File: config.mk
export PLATFORM = sky130hd
export DESIGN_NAME = quadrature_nco_with_psk_phase_core_flat
export DESIGN_NICKNAME = d
export VERILOG_FILES = /design/src/hw/rtl/qnco_pkg.sv /design/src/hw/rtl/qnco_in_if.sv /design/src/hw/rtl/qnco_out_if.sv /design/src/hw/rtl/qnco_sincos.sv /design/src/hw/rtl/quadrature_nco_with_psk_phase_core.sv /design/src/flat_wrapper.sv
export SDC_FILE = /design/constraint.sdc
export NUM_CORES = 1
export LEC_CHECK = 0
export ABC_CLOCK_PERIOD_IN_PS = 6600
export BUFFER_PORTS_ARGS = -buffer_cell sky130_fd_sc_hd__buf_4
export CAP_MARGIN = 20
export CELL_PAD_IN_SITES_DETAIL_PLACEMENT = 1
export CELL_PAD_IN_SITES_GLOBAL_PLACEMENT = 2
export CORE_ASPECT_RATIO = 1.75
export CORE_MARGIN = 10
export CORE_UTILIZATION = 30
export CTS_BUF_LIST = sky130_fd_sc_hd__clkbuf_2
export CTS_CLUSTER_DIAMETER = 30
export DETAILED_ROUTE_END_ITERATION = 7
export PLACE_DENSITY = 0.67
export SKIP_LAST_GASP = 1
export SLEW_MARGIN = 10
export SYNTH_ARGS = -nofsm -noshare
export SYNTH_HDL_FRONTEND = slang
export SYNTH_SLANG_ARGS = --single-unit
File: constraint.sdc
create_clock -name i_clk -period 6.6 [get_ports i_clk]
set_input_delay 0.66 -clock i_clk [delete_from_list [all_inputs] [get_ports i_clk]]
set_output_delay 0.66 -clock i_clk [all_outputs]
set_load 0.03 [all_outputs]
File: src/hw/rtl/qnco_pkg.sv
// Package with the shared constants, types and table functions of the quadrature NCO.
`default_nettype none

package qnco_pkg;

    // Accumulator and data widths.
    localparam int ACCUM_WIDTH = 32;
    localparam int TUNE_WIDTH  = 32;
    localparam int IDX_WIDTH   = 8;
    localparam int ACT_WIDTH   = 2;
    localparam int DEG_WIDTH   = 9;
    localparam int SMP_WIDTH   = 16;

    typedef logic [ACCUM_WIDTH-1:0]      t_accum;
    typedef logic [TUNE_WIDTH-1:0]       t_tune;
    typedef logic [IDX_WIDTH-1:0]        t_idx;
    typedef logic [ACT_WIDTH-1:0]        t_action;
    typedef logic signed [DEG_WIDTH-1:0] t_deg;
    typedef logic signed [SMP_WIDTH-1:0] t_sample;

    // Action codes.
    localparam t_action ACT_TICK   = 2'd0;
    localparam t_action ACT_ROTATE = 2'd1;
    localparam t_action ACT_SET    = 2'd2;

    // Recognized angles in degrees.
    localparam t_deg DEG_M180 = -9'sd180;
    localparam t_deg DEG_M135 = -9'sd135;
    localparam t_deg DEG_M90  = -9'sd90;
    localparam t_deg DEG_M45  = -9'sd45;
    localparam t_deg DEG_0    = 9'sd0;
    localparam t_deg DEG_P45  = 9'sd45;
    localparam t_deg DEG_P90  = 9'sd90;
    localparam t_deg DEG_P135 = 9'sd135;
    localparam t_deg DEG_P180 = 9'sd180;

    // Offset steps: 32 steps are 45 degrees; a quarter turn is 64 steps.
    localparam t_idx STEP_45     = 8'd32;
    localparam t_idx STEP_90     = 8'd64;
    localparam t_idx STEP_135    = 8'd96;
    localparam t_idx STEP_180    = 8'd128;
    localparam t_idx STEP_QUARTER = 8'd64;

    // Result of decoding a set angle.
    typedef struct packed {
        logic hit;
        t_idx offset;
    } t_set_dec;

    // Offset increment for a relative rotation; unknown angles add nothing.
    function automatic t_idx rotate_step(t_deg deg);
        t_idx step;
        unique case (deg)
            DEG_M135: step = t_idx'(0) - STEP_135;
            DEG_M90:  step = t_idx'(0) - STEP_90;
            DEG_M45:  step = t_idx'(0) - STEP_45;
            DEG_P45:  step = STEP_45;
            DEG_P90:  step = STEP_90;
            DEG_P135: step = STEP_135;
            DEG_M180,
            DEG_P180: step = STEP_180;
            default:  step = '0;
        endcase
        return step;
    endfunction

    // Absolute offset for a set; minus 180 degrees is not recognized here.
    function automatic t_set_dec set_decode(t_deg deg);
        t_set_dec d;
        d.hit = 1'b1;
        unique case (deg)
            DEG_M135: d.offset = t_idx'(0) - STEP_135;
            DEG_M90:  d.offset = t_idx'(0) - STEP_90;
            DEG_M45:  d.offset = t_idx'(0) - STEP_45;
            DEG_0:    d.offset = '0;
            DEG_P45:  d.offset = STEP_45;
            DEG_P90:  d.offset = STEP_90;
            DEG_P135: d.offset = STEP_135;
            DEG_P180: d.offset = STEP_180;
            default: begin
                d.hit    = 1'b0;
                d.offset = '0;
            end
        endcase
        return d;
    endfunction

    // First quadrant of the Q15 sine, truncated toward zero, 65 points.
    function automatic logic [SMP_WIDTH-1:0] quarter_wave(logic [6:0] q);
        logic [SMP_WIDTH-1:0] v;
        unique case (q)
            7'd0:  v = 16'd0;     7'd1:  v = 16'd804;   7'd2:  v = 16'd1607;
            7'd3:  v = 16'd2410;  7'd4:  v = 16'd3211;  7'd5:  v = 16'd4011;
            7'd6:  v = 16'd4807;  7'd7:  v = 16'd5601;  7'd8:  v = 16'd6392;
            7'd9:  v = 16'd7179;  7'd10: v = 16'd7961;  7'd11: v = 16'd8739;
            7'd12: v = 16'd9511;  7'd13: v = 16'd10278; 7'd14: v = 16'd11038;
            7'd15: v = 16'd11792; 7'd16: v = 16'd12539; 7'd17: v = 16'd13278;
            7'd18: v = 16'd14009; 7'd19: v = 16'd14732; 7'd20: v = 16'd15446;
            7'd21: v = 16'd16150; 7'd22: v = 16'd16845; 7'd23: v = 16'd17530;
            7'd24: v = 16'd18204; 7'd25: v = 16'd18867; 7'd26: v = 16'd19519;
            7'd27: v = 16'd20159; 7'd28: v = 16'd20787; 7'd29: v = 16'd21402;
            7'd30: v = 16'd22004; 7'd31: v = 16'd22594; 7'd32: v = 16'd23169;
            7'd33: v = 16'd23731; 7'd34: v = 16'd24278; 7'd35: v = 16'd24811;
            7'd36: v = 16'd25329; 7'd37: v = 16'd25831; 7'd38: v = 16'd26318;
            7'd39: v = 16'd26789; 7'd40: v = 16'd27244; 7'd41: v = 16'd27683;
            7'd42: v = 16'd28105; 7'd43: v = 16'd28510; 7'd44: v = 16'd28897;
            7'd45: v = 16'd29268; 7'd46: v = 16'd29621; 7'd47: v = 16'd29955;
            7'd48: v = 16'd30272; 7'd49: v = 16'd30571; 7'd50: v = 16'd30851;
            7'd51: v = 16'd31113; 7'd52: v = 16'd31356; 7'd53: v = 16'd31580;
            7'd54: v = 16'd31785; 7'd55: v = 16'd31970; 7'd56: v = 16'd32137;
            7'd57: v = 16'd32284; 7'd58: v = 16'd32412; 7'd59: v = 16'd32520;
            7'd60: v = 16'd32609; 7'd61: v = 16'd32678; 7'd62: v = 16'd32727;
            7'd63: v = 16'd32757; 7'd64: v = 16'd32767;
            default: v = '0;
        endcase
        return v;
    endfunction

    // Full-wave sine built from the quarter wave by symmetry.
    function automatic t_sample sine_lut(t_idx idx);
        logic [5:0]           q;
        logic [1:0]           quad;
        logic [6:0]           qi;
        logic [SMP_WIDTH-1:0] mag;
        q    = idx[5:0];
        quad = idx[7:6];
        qi   = quad[0] ? (7'd64 - {1'b0, q}) : {1'b0, q};
        mag  = quarter_wave(qi);
        return quad[1] ? t_sample'(~mag + 16'd1) : t_sample'(mag);
    endfunction

endpackage

`default_nettype wire

File: src/hw/rtl/qnco_in_if.sv
// Handshake channel that carries NCO command items into the block.
`default_nettype none

interface qnco_in_if;
    logic                 valid;
    logic                 ready;
    qnco_pkg::t_action    action;
    qnco_pkg::t_deg       phase_degrees;

    modport source (output valid, output action, output phase_degrees, input ready);
    modport sink   (input valid, input action, input phase_degrees, output ready);
endinterface

`default_nettype wire

File: src/hw/rtl/qnco_out_if.sv
// Handshake channel that carries quadrature sample pairs out of the block.
`default_nettype none

interface qnco_out_if;
    logic                 valid;
    logic                 ready;
    qnco_pkg::t_sample    cos_out;
    qnco_pkg::t_sample    sin_out;

    modport source (output valid, output cos_out, output sin_out, input ready);
    modport sink   (input valid, input cos_out, input sin_out, output ready);
endinterface

`default_nettype wire

File: src/hw/rtl/qnco_sincos.sv
// Dual-read sine table that returns a registered sine and cosine pair for one phase index.
`default_nettype none

module qnco_sincos (
    input  wire logic              i_clk,
    input  wire logic              i_en,
    input  wire qnco_pkg::t_idx    i_idx,
    output qnco_pkg::t_sample      o_sin,
    output qnco_pkg::t_sample      o_cos
);
    import qnco_pkg::*;

    t_sample r_sin;
    t_sample r_cos;
    t_sample n_sin;
    t_sample n_cos;

    // Cosine is the sine a quarter turn ahead.
    always_comb begin
        n_sin = sine_lut(i_idx);
        n_cos = sine_lut(i_idx + STEP_QUARTER);
    end

    // Output register loads whenever the pair moves forward.
    always_ff @(posedge i_clk) begin
        if (i_en) begin
            r_sin <= n_sin;
            r_cos <= n_cos;
        end
    end

    assign o_sin = r_sin;
    assign o_cos = r_cos;

endmodule

`default_nettype wire

File: src/hw/rtl/quadrature_nco_with_psk_phase_core.sv
// Top level of the quadrature NCO with PSK phase offset.
// The block takes one command transfer per clock unless stalled. A tick reads the top 8
// accumulator bits plus the 8-bit phase offset as a table index, returns the cosine and sine
// pair via the index register and then the table output register, and advances the accumulator
// by the tuning word; rotate and set transfers only change the offset and return nothing.
// Unstalled throughput is one transfer per cycle, set by the single accumulator add and offset
// update in the accept cycle. A stalled result holds the pipeline only once both stages fill.
`default_nettype none

module quadrature_nco_with_psk_phase_core (
    input  wire logic             i_clk,
    input  wire logic             i_rst_n,
    input  wire logic             i_cfg_we,
    input  wire qnco_pkg::t_tune  i_cfg_wdata,
    qnco_in_if.sink               i_item,
    qnco_out_if.source            o_result
);
    import qnco_pkg::*;

    t_tune    r_tuning;
    t_accum   r_accum;
    t_accum   n_accum;
    t_idx     r_offset;
    t_idx     n_offset;
    t_idx     r_idx;
    logic     r_s1_vld;
    logic     r_out_vld;
    logic     w_in_acc;
    logic     w_tick;
    logic     w_s2_ready;
    logic     w_s1_ready;
    t_set_dec w_set;

    // Pipeline flow control: each stage moves when the one after it can take it.
    assign w_s2_ready = !r_out_vld || o_result.ready;
    assign w_s1_ready = !r_s1_vld || w_s2_ready;
    assign i_item.ready = w_s1_ready;
    assign w_in_acc = i_item.valid && i_item.ready;
    assign w_tick = w_in_acc && (i_item.action == ACT_TICK);

    // Next accumulator and offset for the accepted command.
    always_comb begin
        w_set    = set_decode(i_item.phase_degrees);
        n_accum  = r_accum;
        n_offset = r_offset;
        if (w_in_acc) begin
            unique case (i_item.action)
                ACT_TICK:   n_accum = r_accum + t_accum'(r_tuning);
                ACT_ROTATE: n_offset = r_offset + rotate_step(i_item.phase_degrees);
                ACT_SET: begin
                    if (w_set.hit) begin
                        n_offset = w_set.offset;
                    end
                end
                default: begin
                    n_accum  = r_accum;
                    n_offset = r_offset;
                end
            endcase
        end
    end

    // Control and phase state.
    always_ff @(posedge i_clk) begin
        if (!i_rst_n) begin
            r_tuning  <= '0;
            r_accum   <= '0;
            r_offset  <= '0;
            r_s1_vld  <= 1'b0;
            r_out_vld <= 1'b0;
        end else begin
            if (i_cfg_we) begin
                r_tuning <= i_cfg_wdata;
            end
            r_accum  <= n_accum;
            r_offset <= n_offset;
            if (w_s1_ready) begin
                r_s1_vld <= w_tick;
            end
            if (w_s2_ready) begin
                r_out_vld <= r_s1_vld;
            end
        end
    end

    // Table index register, loaded by a tick transfer.
    always_ff @(posedge i_clk) begin
        if (w_tick) begin
            r_idx <= r_accum[ACCUM_WIDTH-1 -: IDX_WIDTH] + r_offset;
        end
    end

    qnco_sincos u_sincos (
        .i_clk (i_clk),
        .i_en  (r_s1_vld && w_s2_ready),
        .i_idx (r_idx),
        .o_sin (o_result.sin_out),
        .o_cos (o_result.cos_out)
    );

    assign o_result.valid = r_out_vld;

    // A pending index appears only after a tick transfer.
    a_s1_from_tick: assert property (@(posedge i_clk) disable iff (!i_rst_n)
        $rose(r_s1_vld) |-> $past(w_tick))
        else $error("index stage filled without a tick transfer");

    // Commands other than tick leave the accumulator alone.
    a_accum_hold: assert property (@(posedge i_clk) disable iff (!i_rst_n)
        (w_in_acc && i_item.action != ACT_TICK) |=> $stable(r_accum))
        else $error("accumulator moved on a non-tick transfer");

    // The offset only changes on a rotate or set transfer.
    a_offset_hold: assert property (@(posedge i_clk) disable iff (!i_rst_n)
        !(w_in_acc && (i_item.action == ACT_ROTATE || i_item.action == ACT_SET))
        |=> $stable(r_offset))
        else $error("phase offset changed without a rotate or set transfer");

    // A pending index is not dropped while the output stage is blocked.
    a_s1_kept: assert property (@(posedge i_clk) disable iff (!i_rst_n)
        (r_s1_vld && !w_s2_ready) |=> (r_s1_vld && $stable(r_idx)))
        else $error("pending index lost during output stall");

endmodule

`default_nettype wire

File: src/flat_wrapper.sv
// flat-port wrapper written by rule: the top's interface ports become plain ports
module quadrature_nco_with_psk_phase_core_flat import qnco_pkg::*;
  (i_clk, i_rst_n, i_cfg_we, i_cfg_wdata, i_item_valid, i_item_action, i_item_phase_degrees, i_item_ready, o_result_valid, o_result_cos_out, o_result_sin_out, o_result_ready);
  qnco_in_if i_item_i ();
  qnco_out_if o_result_i ();
  input  wire logic i_clk;
  input  wire logic i_rst_n;
  input  wire logic i_cfg_we;
  input  wire qnco_pkg::t_tune i_cfg_wdata;
  input wire logic [$bits(i_item_i.valid)-1:0] i_item_valid;
  input wire logic [$bits(i_item_i.action)-1:0] i_item_action;
  input wire logic [$bits(i_item_i.phase_degrees)-1:0] i_item_phase_degrees;
  output wire logic [$bits(i_item_i.ready)-1:0] i_item_ready;
  output wire logic [$bits(o_result_i.valid)-1:0] o_result_valid;
  output wire logic [$bits(o_result_i.cos_out)-1:0] o_result_cos_out;
  output wire logic [$bits(o_result_i.sin_out)-1:0] o_result_sin_out;
  input wire logic [$bits(o_result_i.ready)-1:0] o_result_ready;
  assign i_item_i.valid = i_item_valid;
  assign i_item_i.action = i_item_action;
  assign i_item_i.phase_degrees = i_item_phase_degrees;
  assign i_item_ready = i_item_i.ready;
  assign o_result_valid = o_result_i.valid;
  assign o_result_cos_out = o_result_i.cos_out;
  assign o_result_sin_out = o_result_i.sin_out;
  assign o_result_i.ready = o_result_ready;
  quadrature_nco_with_psk_phase_core u_core (.i_clk(i_clk), .i_rst_n(i_rst_n), .i_cfg_we(i_cfg_we), .i_cfg_wdata(i_cfg_wdata), .i_item(i_item_i), .o_result(o_result_i));
endmodule
== Yosys cells after proc, flatten, opt, wreduce, memory -nomap -nowiden ==
Memories as Yosys holds them, arrays and structs flattened.
Cells that the tools add are included.

* Memories kept: 2
* Bits of input ports: 48
* Output and inout bits: 34
* Register bits after elaboration: 114
* Memory bits (read-only): 3840
* Logic and storage cells: 56

{| class="wikitable"
|+ Memory list
! memory !! words !! width !! rd ports !! clocked after Yosys merged registers in !! wr ports !! RTL line !! RTL
|-
| (name not given) || 128 || 15 || 1 || 0 || 0 || qnco_pkg.sv:91 || <nowiki>unique case (q)</nowiki>
|-
| (name not given) || 128 || 15 || 1 || 0 || 0 || qnco_pkg.sv:91 ||
|}

* Reductions and logical operators: 14
* $add $sub $neg: 8
* Bitwise logic cells: 2
* Multiplexer cells: 11
* Equality and inequality tests: 11

{| class="wikitable"
|+ Operator list
! kind !! count
|-
| one-hot mux 8 bit (7 select lines) || 2
|-
| == test 9 bit, second input constant || 4
|-
| adder 16 x 1 -> 16 bit, second input constant || 2
|-
| adder 32 bit || 1
|-
| two-way mux 16 bit || 2
|-
| NOT 16 bit || 2
|-
| two-way mux 8 bit || 3
|-
| == test 9 x 8 -> 1 bit, second input constant || 2
|-
| adder 8 bit || 2
|-
| one-hot mux 8 bit (2 select lines) || 1
|-
| two-way mux 7 bit || 2
|-
| subtractor 7 x 6 -> 7 bit, first input constant || 2
|-
| == test 9 x 6 -> 1 bit, second input constant || 1
|-
| == test 9 x 7 -> 1 bit, second input constant || 1
|-
| zero test 9 bit || 1
|-
| adder 8 x 7 -> 8 bit, second input constant || 1
|-
| OR reduction 8 bit || 1
|-
| logical AND 1 bit || 3
|-
| AND reduction 3 bit || 1
|-
| == test 2 x 1 -> 1 bit, second input constant || 1
|-
| == test 2 bit, second input constant || 1
|-
| zero test 1 bit || 2
|-
| zero test 2 bit || 1
|-
| logical OR 1 bit || 2
|-
| 5 further kinds || 5
|}

== Depth between registers and ports, before layout ==
Gate-level depths: netlist of run 1.

* Depth after elaboration: 7
* Gate-level depth with buffers: 21
* Gate-level depth less buffers: 16

== Cells and area by module ==
Synthesis of run 1 repeated with hierarchy kept, for this count alone.

* Cells, all modules: 1398
* Area total of the unflattened synthesis: 10931.7 um^2

{| class="wikitable"
|+ By module, submodules not included
! module !! area each (um^2) !! times used !! sequential area each (um^2) !! cells an instance
|-
| qnco_sincos || 6202.2 || 1 || 960.9 || 846
|-
| quadrature_nco_with_psk_phase_core || 4729.5 || 1 || 1621.6 || 552
|}

== Least setup slack after synthesis of run 1 ==
No wires, ideal clock.

* Path kind: register to register
* From: register u_core.r_idx[0]
* To: register u_core.u_sincos.r_sin[12], in the netlist u_core.u_sincos.o_sin[12], data pin
* Slack: 1.916 ns
* Clock period less this slack: 4.684 ns
* Arrival: 4.422 ns
* Setup time: 0.263 ns
* Data required time: 6.337 ns
* Buffers on the path: 4
* Stages on the path, launching flop included: 20
* Path through: edfxtp_1 -> buf_2 -> inv_1 -> clkbuf_1 -> ha_1 -> mux2_2 -> inv_1 -> ha_1 -> clkbuf_1 -> or2_2 -> clkbuf_1 -> o211ai_1 -> a311o_1 -> o31ai_1 -> a211o_1 -> o211ai_1 -> nand4b_1 -> or3_4 -> o41ai_2 -> xnor2_1

* Cells in the longest elaborated chain, start to end: 6

{| class="wikitable"
|+ Ends and longest elaborated chain
! what !! RTL line !! RTL
|-
| start, declared || quadrature_nco_with_psk_phase_core.sv:25 || <nowiki>t_idx r_idx;</nowiki>
|-
| start signal, assigned || quadrature_nco_with_psk_phase_core.sv:89 || <nowiki>r_idx <= r_accum[ACCUM_WIDTH-1 -: IDX_WIDTH] + r_offset;</nowiki>
|-
| subtractor 7 x 6 -> 7 bit || qnco_pkg.sv:127 || <nowiki>qi = quad[0] ? (7'd64 - {1'b0, q}) : {1'b0, q};</nowiki>
|-
| two-way mux 7 bit (*) || qnco_pkg.sv:127 ||
|-
| memory (128 x 15 bit) (*) || -- ||
|-
| NOT 16 bit || qnco_pkg.sv:129 || <nowiki>return quad[1] ? t_sample'(~mag + 16'd1) : t_sample'(mag);</nowiki>
|-
| adder 16 x 1 -> 16 bit || qnco_pkg.sv:129 ||
|-
| two-way mux 16 bit (*) || qnco_pkg.sv:129 ||
|-
| via u_core.u_sincos.n_sin[12] || qnco_sincos.sv:15 || <nowiki>t_sample n_sin;</nowiki>
|-
| end signal, assigned || qnco_sincos.sv:27 || <nowiki>r_sin <= n_sin;</nowiki>
|-
| end, declared || qnco_sincos.sv:13 || <nowiki>t_sample r_sin;</nowiki>
|}

Mark *: on every way through the listed nets, which the timed path passes. The rest lies on a longest branch.
A chain may end at the register's enable or synchronous reset.

== Worst setup path in the final report of run 1 ==
* From: register u_core.r_idx[1]
* To: register u_core.u_sincos.r_cos[14], in the netlist u_core.u_sincos.o_cos[14], data pin

* Cells in the longest elaborated chain, start to end: 7

{| class="wikitable"
|+ Ends and longest elaborated chain
! what !! RTL line !! RTL
|-
| adder 8 x 7 -> 8 bit (*) || qnco_sincos.sv:21 || <nowiki>n_cos = sine_lut(i_idx + STEP_QUARTER);</nowiki>
|-
| subtractor 7 x 6 -> 7 bit || qnco_pkg.sv:127 ||
|-
| two-way mux 7 bit || qnco_pkg.sv:127 ||
|-
| memory (128 x 15 bit) || -- ||
|-
| NOT 16 bit || qnco_pkg.sv:129 ||
|-
| adder 16 x 1 -> 16 bit || qnco_pkg.sv:129 ||
|-
| two-way mux 16 bit (*) || qnco_pkg.sv:129 ||
|-
| via u_core.u_sincos.n_cos[14] || qnco_sincos.sv:16 || <nowiki>t_sample n_cos;</nowiki>
|-
| end signal, assigned || qnco_sincos.sv:28 || <nowiki>r_cos <= n_cos;</nowiki>
|-
| end, declared || qnco_sincos.sv:14 || <nowiki>t_sample r_cos;</nowiki>
|}

Marks and branches as above.

==> results of run 1 <==
[power by group through the flow]
stage                     clock (mW)  combinational (mW)  sequential, mW
after floorplan                    0               0.271           0.758
after global placement             0               0.416           0.754
after detailed placement           0               0.418           0.755
after CTS                      0.333               0.420           0.742
after global routing           0.349               0.457           0.746
final                          0.304               0.419           0.741
[worst min path at each step]
stage,startpoint,end,depth (start not counted)
after global routing,i_cfg_wdata[0],u_core.r_tuning[0],3
after global placement,u_core.r_accum[19],u_core.r_accum[19],2
after detailed placement,u_core.r_accum[28],u_core.r_idx[4],0
final,i_cfg_wdata[4],u_core.r_tuning[4],3
after CTS,i_cfg_wdata[13],u_core.r_tuning[13],3
after floorplan,u_core.r_accum[24],u_core.r_idx[0],0
[placed cells by master, fill, tap and decap left out, types with 16 or more instances in the layout]
master,instances
nor3_1,28
xnor2_1,39
mux2i_1,53
dfxtp_1,69
o22ai_1,16
nor2b_1,55
nor2_1,86
o211ai_1,27
o21ai_0,108
buf_4,107
and2_1,29
xor2_1,27
nand2b_1,16
a31oi_1,27
ha_1,58
inv_1,37
edfxtp_1,40
a21oi_1,86
nand2_1,124
a211oi_1,18
nand3_1,47
[worst min-delay path, stage by stage]
cell	delay [ns]
buf_4	0.08
mux2i_1	0.06
nor2b_1	0.10
[routing by layer]
| metal | global-route usage [%] | up-vias | share of wire (%) |
|---|---|---|---|
| met5 | 0 | - | 0 |
| met1 | 18.6 | 5282 | 35 |
| met3 | 2.32 | 138 | 2.3 |
| met4 | 15.5 | 0 | 8.6 |
| met2 | 37.0 | 240 | 54 |
| li1 | - | 5096 | - |
[final cells by class]
| cell class | count | area (um^2) | area share (%) |
|---|---|---|---|
| multi-input cells | 1114 | 7530 | 64.0 |
| well taps | 465 | 582 | 4.95 |
| inverters | 42 | 158 | 1.34 |
| repair buffers | 108 | 816 | 6.93 |
| flip-flops and latches | 109 | 2580 | 22.0 |
| diodes | 1 | 2.50 | 0.0213 |
| clock buffers | 11 | 55.1 | 0.468 |
| clock inverters | 5 | 36.3 | 0.308 |
[registers in the layout, indices dropped and copies added (netlist names)]
signal / flops
u_core.r_accum: 32
u_core.r_tuning: 32
u_core.u_sincos.o_cos: 16
u_core.u_sincos.o_sin: 16
u_core.r_idx: 8
u_core.r_offset: 3
u_core.o_result.valid: 1
u_core.r_s1_vld: 1
[cell families (layout without fill, tap and decap cells)]
kind of cell	Yosys count	count (layout)	share of synthesized area [%]
AO/OA/AOI/OAI	456	456	28.9
AND/OR/NAND/NOR	474	474	22.9
buffers and inverters	150	166	5.98
adder cells (fa/ha/maj)	60	60	7.13
XOR/XNOR	67	67	5.64
other	0	1	0
flip-flops	109	109	24.1
multiplexers	57	57	5.36
[stage by stage]
stage | setup slack (ns) | power, mW | instance area, um^2 | utilization [%] | hold WS (ns)
floorplan | 1.92 | 1.03 | 10700 | - | 0.437
global placement | 1.89 | 1.17 | 11700 | 33.0 | 0.455
detailed placement | 1.79 | 1.17 | 11700 | 33.0 | 0.464
CTS | 1.75 | 1.50 | 11700 | 33.3 | 0.0748
global route | 1.34 | 1.55 | 11800 | 33.3 | 0.111
finish | 1.70 | 1.47 | 11800 | 33.3 | 0.190
==> impl_metrics.toml, run 1 <==
[power]
leakage_nw = 4.58
switching_share_pct = 36.0
internal-power_uw = 938
worst_ir_drop_vdd_uv = 97.7
powerDensity_mw_per_mm2 = 125
pwr-share-seq_pct = 50.6
p_comb_share_pct = 28.6
switching_power_uw = 527
power_frac_clock_pct = 20.8

[status]
status = "completed"

[setup_path]
reg2reg_setup_slack_ns = 1.70
critical_path.cell_chain = "inv_1 -> ha_1 -> mux2_2 -> clkinv_1 -> ha_1 -> nor2_1 -> a21oi_1 -> nor4_1 -> nor3_1 -> a32oi_1 -> ha_1 -> inv_1 -> nor3b_1 -> nand2_1 -> o21ai_0 -> xor2_1"
r2r_start = "u_core.r_idx[1]"
cp_data_arrival_time_ns = 5.38
end_kind = "flip-flop"
startpoint = "u_core.r_idx[1]"
critPathTopFamily = "simple AND/OR/NAND/NOR gates"
slowest_delay_ns = 0.50
path_depth = 16
worst_r2r_path_depth = 16
cp-start-kind = "flip-flop"
crit_top_cell = "ha_1"
rr_endpoint = "u_core.u_sincos.o_cos[14]"
worstPathMaxFanout = 14
crit_slowest_cell = "ha_1"
cp_data_required_time_ns = 7.08
endpoint = "u_core.u_sincos.o_cos[14]"
crit_buf_inv = 3
path_class = "flip-flop to flip-flop"

[placed_design]
io_buffers = 81
dp_hpwl_um = 34300
gp_congestion = 0.940
place_inst = 1837

[synth]
syn_area_mm2 = 0.0107
yosys_warnings = 0
synth-seq-area-share_pct = 24.1
syn-num-nets = 1481
synth_top_cell_by_area = "dfxtp_1"
synth_top_cell_area_share_pct = 12.9
ys_seq_elements = 109
synthFlopType = "dfxtp_1"
ys_async_sr_fraction_pct = 0
synth_edf_count = 40
syn_area_per_cell_um2 = 7.82
yosys-top-cells-area = "dfxtp_1 13%, edfxtp_1 11%, ha_1 6.8%"
synth_common_cells = "124 x nand2_1, 108 x o21ai_0, 86 x a21oi_1, 86 x nor2_1, 69 x dfxtp_1"
yosysUniqueCellTypes = 96
syn_inst = 1373
yosysMostFrequentCell = "nand2_1"

[drt]
drt_first_pass_iters = 4
vias_per_cell = 5.80
drcViolationCount = 0
post_drt_wl_per_cell_um = 23.9
antenna_left = 0
vias = 10756
drt_iter0_drc = 478
wirelength_um = 44300

[cts]
cts_inserted_buffers = 9
cts_resized = 0
clk_pin_slew_ns = 0.33
cts_tree = "built"
htreeDepth = 3
cts_hold_buf = 0
clk_latency_ns = 0.71
cts_sinks = 109
post_cts_buffers = 0
root_buffer = "clkbuf_2"
cts_max_path_buffers = 2

[sta]
tns_ns = 0
finalSetupViolCount = 0
hold_viol_final = 0
fmax_mhz = 204
slew_headroom_pct = 33.1
period_share_pct = 74.3
final_max_slew_viol_count = 0
period_minus_slack_ns = 4.90
rsz0062_at_grt = "no"
worst_pin_slew_ns = 1.00
skew_ns = 0.0383

[layout]
area_growth_pct = 9.58
nNetsFinal = 1492
fillers = 4361
fin_cells = 1855
drive_gt1_share_pct = 12.0

[die]
ioPinCount = 82
dieArea_mm2 = 0.0440
die_w_um = 163
die_h_um = 270
num_rows = 91
coreArea_mm2 = 0.0353
start_util_pct = 30.4

[grt]
first_global_vias = 11477
grt_max_degree = 78
antenna_found_initial = 1
grt_pass1_wl_um = 68000
gr-usage-all-layers_pct = 19.7
grt.overflow.total = 0

[flow_run]
maxCapViolCount = 0

[worst_hold_path]
hold_path.class = "input port to flip-flop"
(Power assumes the default switching activity.)
==> inputs of run 2 (changes only) <==
ABC_CLOCK_PERIOD_IN_PS = 4500   (was 6600)
PLACE_DENSITY = 0.69   (was 0.67)
clock period = 4.5 ns   (was 6.6 ns; I/O delays follow)
==> impl_metrics.toml, run 2 (synthesized netlist as in run 1, its figures left out) <==
[drt]
wirelength_um = 50200
vias_per_cell = 5.83
post_drt_wl_per_cell_um = 25.7
antenna_left = 0
drcViolationCount = 0
vias = 11412
drt_iter0_drc = 543
drt_first_pass_iters = 7

[layout]
largestRegisters = "u_core.r_accum (32), u_core.r_tuning (32)"
final_common_cell = "buf_4"
mostFrequentLayoutCells = "173 x buf_4, 124 x nand2_1, 108 x o21ai_0"
drive_gt1_share_pct = 16.1
fillers = 4313
nNetsFinal = 1593
area_growth_pct = 18.2

[grt]
antenna_found_initial = 1
gr-usage-all-layers_pct = 22.6
met3_usage_pct = 3.05
grt_max_degree = 78
first_global_vias = 12497
top_usage_layer = "met2"
grt_pass1_wl_um = 75800
met1_usage_pct = 19.7
met2_usage_pct = 44.4
grt.overflow.total = 0

[sta]
rsz0062_at_grt = "yes"
slew_headroom_pct = 26.8
fmax_mhz = 231
hold_viol_final = 0
final_max_slew_viol_count = 0
skew_ns = 0.0691
worst_pin_slew_ns = 1.08
period_minus_slack_ns = 4.32
holdWs_ns = 0.212
finalWorstSetupSlack_ns = 0.180
period_share_pct = 96.0
finalSetupViolCount = 0

[placed_design]
dp_hpwl_um = 39600
pre_cts_ws_ns = 0.0565
gp_congestion = 1.02
io_buffers = 81

[status]
status = "completed"

[cts]
clk_pin_slew_ns = 0.36
post_cts_buffers = 0
cts_inserted_buffers = 9
root_buffer = "clkbuf_2"
clk_latency_ns = 0.77
htreeDepth = 3
cts_tree = "built"
cts_max_path_buffers = 2
cts_sinks = 109

[setup_path]
cp-start-kind = "flip-flop"
crit_buf_inv = 3
critPathTopFamily = "compound AO/OA/AOI/OAI gates"
crit_slowest_cell = "a221oi_1"
startpoint = "u_core.r_idx[1]"
path_class = "flip-flop to flip-flop"
worstPathMaxFanout = 20
cp_data_required_time_ns = 5.07
critical_path.cell_chain = "inv_1 -> ha_4 -> or3b_4 -> a211o_2 -> buf_4 -> a21oi_1 -> o22ai_1 -> a221oi_1 -> buf_4 -> o21bai_1 -> nor4b_2 -> nand2_1 -> o21ai_0 -> xor2_1"
crit_top_cell = "buf_4"
r2r_start = "u_core.r_idx[1]"
slowest_delay_ns = 0.63
end_kind = "flip-flop"
cp_data_arrival_time_ns = 4.89

[worst_hold_path]
hp-start = "i_item_valid"
hold_path.class = "input port to flip-flop"

[die]
die_h_um = 270
num_rows = 91
coreArea_mm2 = 0.0353
start_util_pct = 30.4
ioPinCount = 82
die_w_um = 163
dieArea_mm2 = 0.0440

[power]
power_mw = 2.28
powerDensity_mw_per_mm2 = 180
leakage_nw = 5.06
worst_ir_drop_vdd_uv = 172

[flow_run]
maxCapViolCount = 0
-- run 2: repair_timing --
action	CTS	global route
setup endpoints to repair	0	14
hold endpoints to repair	34	0
gates resized for setup	0	6
hold buffers	33	0
-- run 2: tightest hold or removal path, delay by kind of cell --
kind,cells,cell delay [ns]
compound gates,2,0.25
buf+inv,1,0.11
simple gates,2,0.11
-- run 2: cell type report --
cell class	instances	area (um^2)	area share, %
Clock inverter	7	66.3	0.523
Multi-Input combinational cell	1114	7570	59.6
Sequential cell	109	2580	20.4
Antenna cell	2	5.00	0.0395
Timing Repair Buffer	209	1680	13.2
Inverter	42	158	1.24
Clock buffer	9	45.0	0.355
Tap cell	465	582	4.59
-- run 2: metrics by stage --
stage	util [%]	std cells	cell area, um^2	setup TNS [ns]
final	35.9	1957	12700	0
after global routing	35.9	1957	12700	-0.0411
after CTS	35.9	1955	12700	0
after detailed placement	34.6	1906	12200	0
after global placement	34.6	1906	12200	0
after floorplan	-	1373	10800	0
-- run 2: path summary, 6_finish.rpt --
| check | end | slack [ns] | cells past startpoint |
|---|---|---|---|
| hold / removal | u_core.r_offset[6] | 0.21 | 5 |
| setup / recovery | u_core.u_sincos.o_cos[14] | 0.18 | 14 |
| hold reg to reg | u_core.r_accum[7] | 0.49 | 2 |
| setup reg to reg | u_core.u_sincos.o_cos[14] | 0.18 | 14 |
-- run 2: power by group --
| group | leakage [nW] | switching (mW) | internal (mW) |
|---|---|---|---|
| sequential | 0.933 | 0.0234 | 1.07 |
| clock | 0.0692 | 0.406 | 0.0886 |
| combinational | 4.06 | 0.418 | 0.276 |
| total | 5.06 | 0.848 | 1.43 |
-- run 2: per-layer routing --
layer | share of wire (%) | vias to the layer above
met5 | 0 | -
met2 | 57 | 304
met3 | 2.9 | 170
met4 | 8.1 | 0
li1 | - | 5308
met1 | 32 | 5630
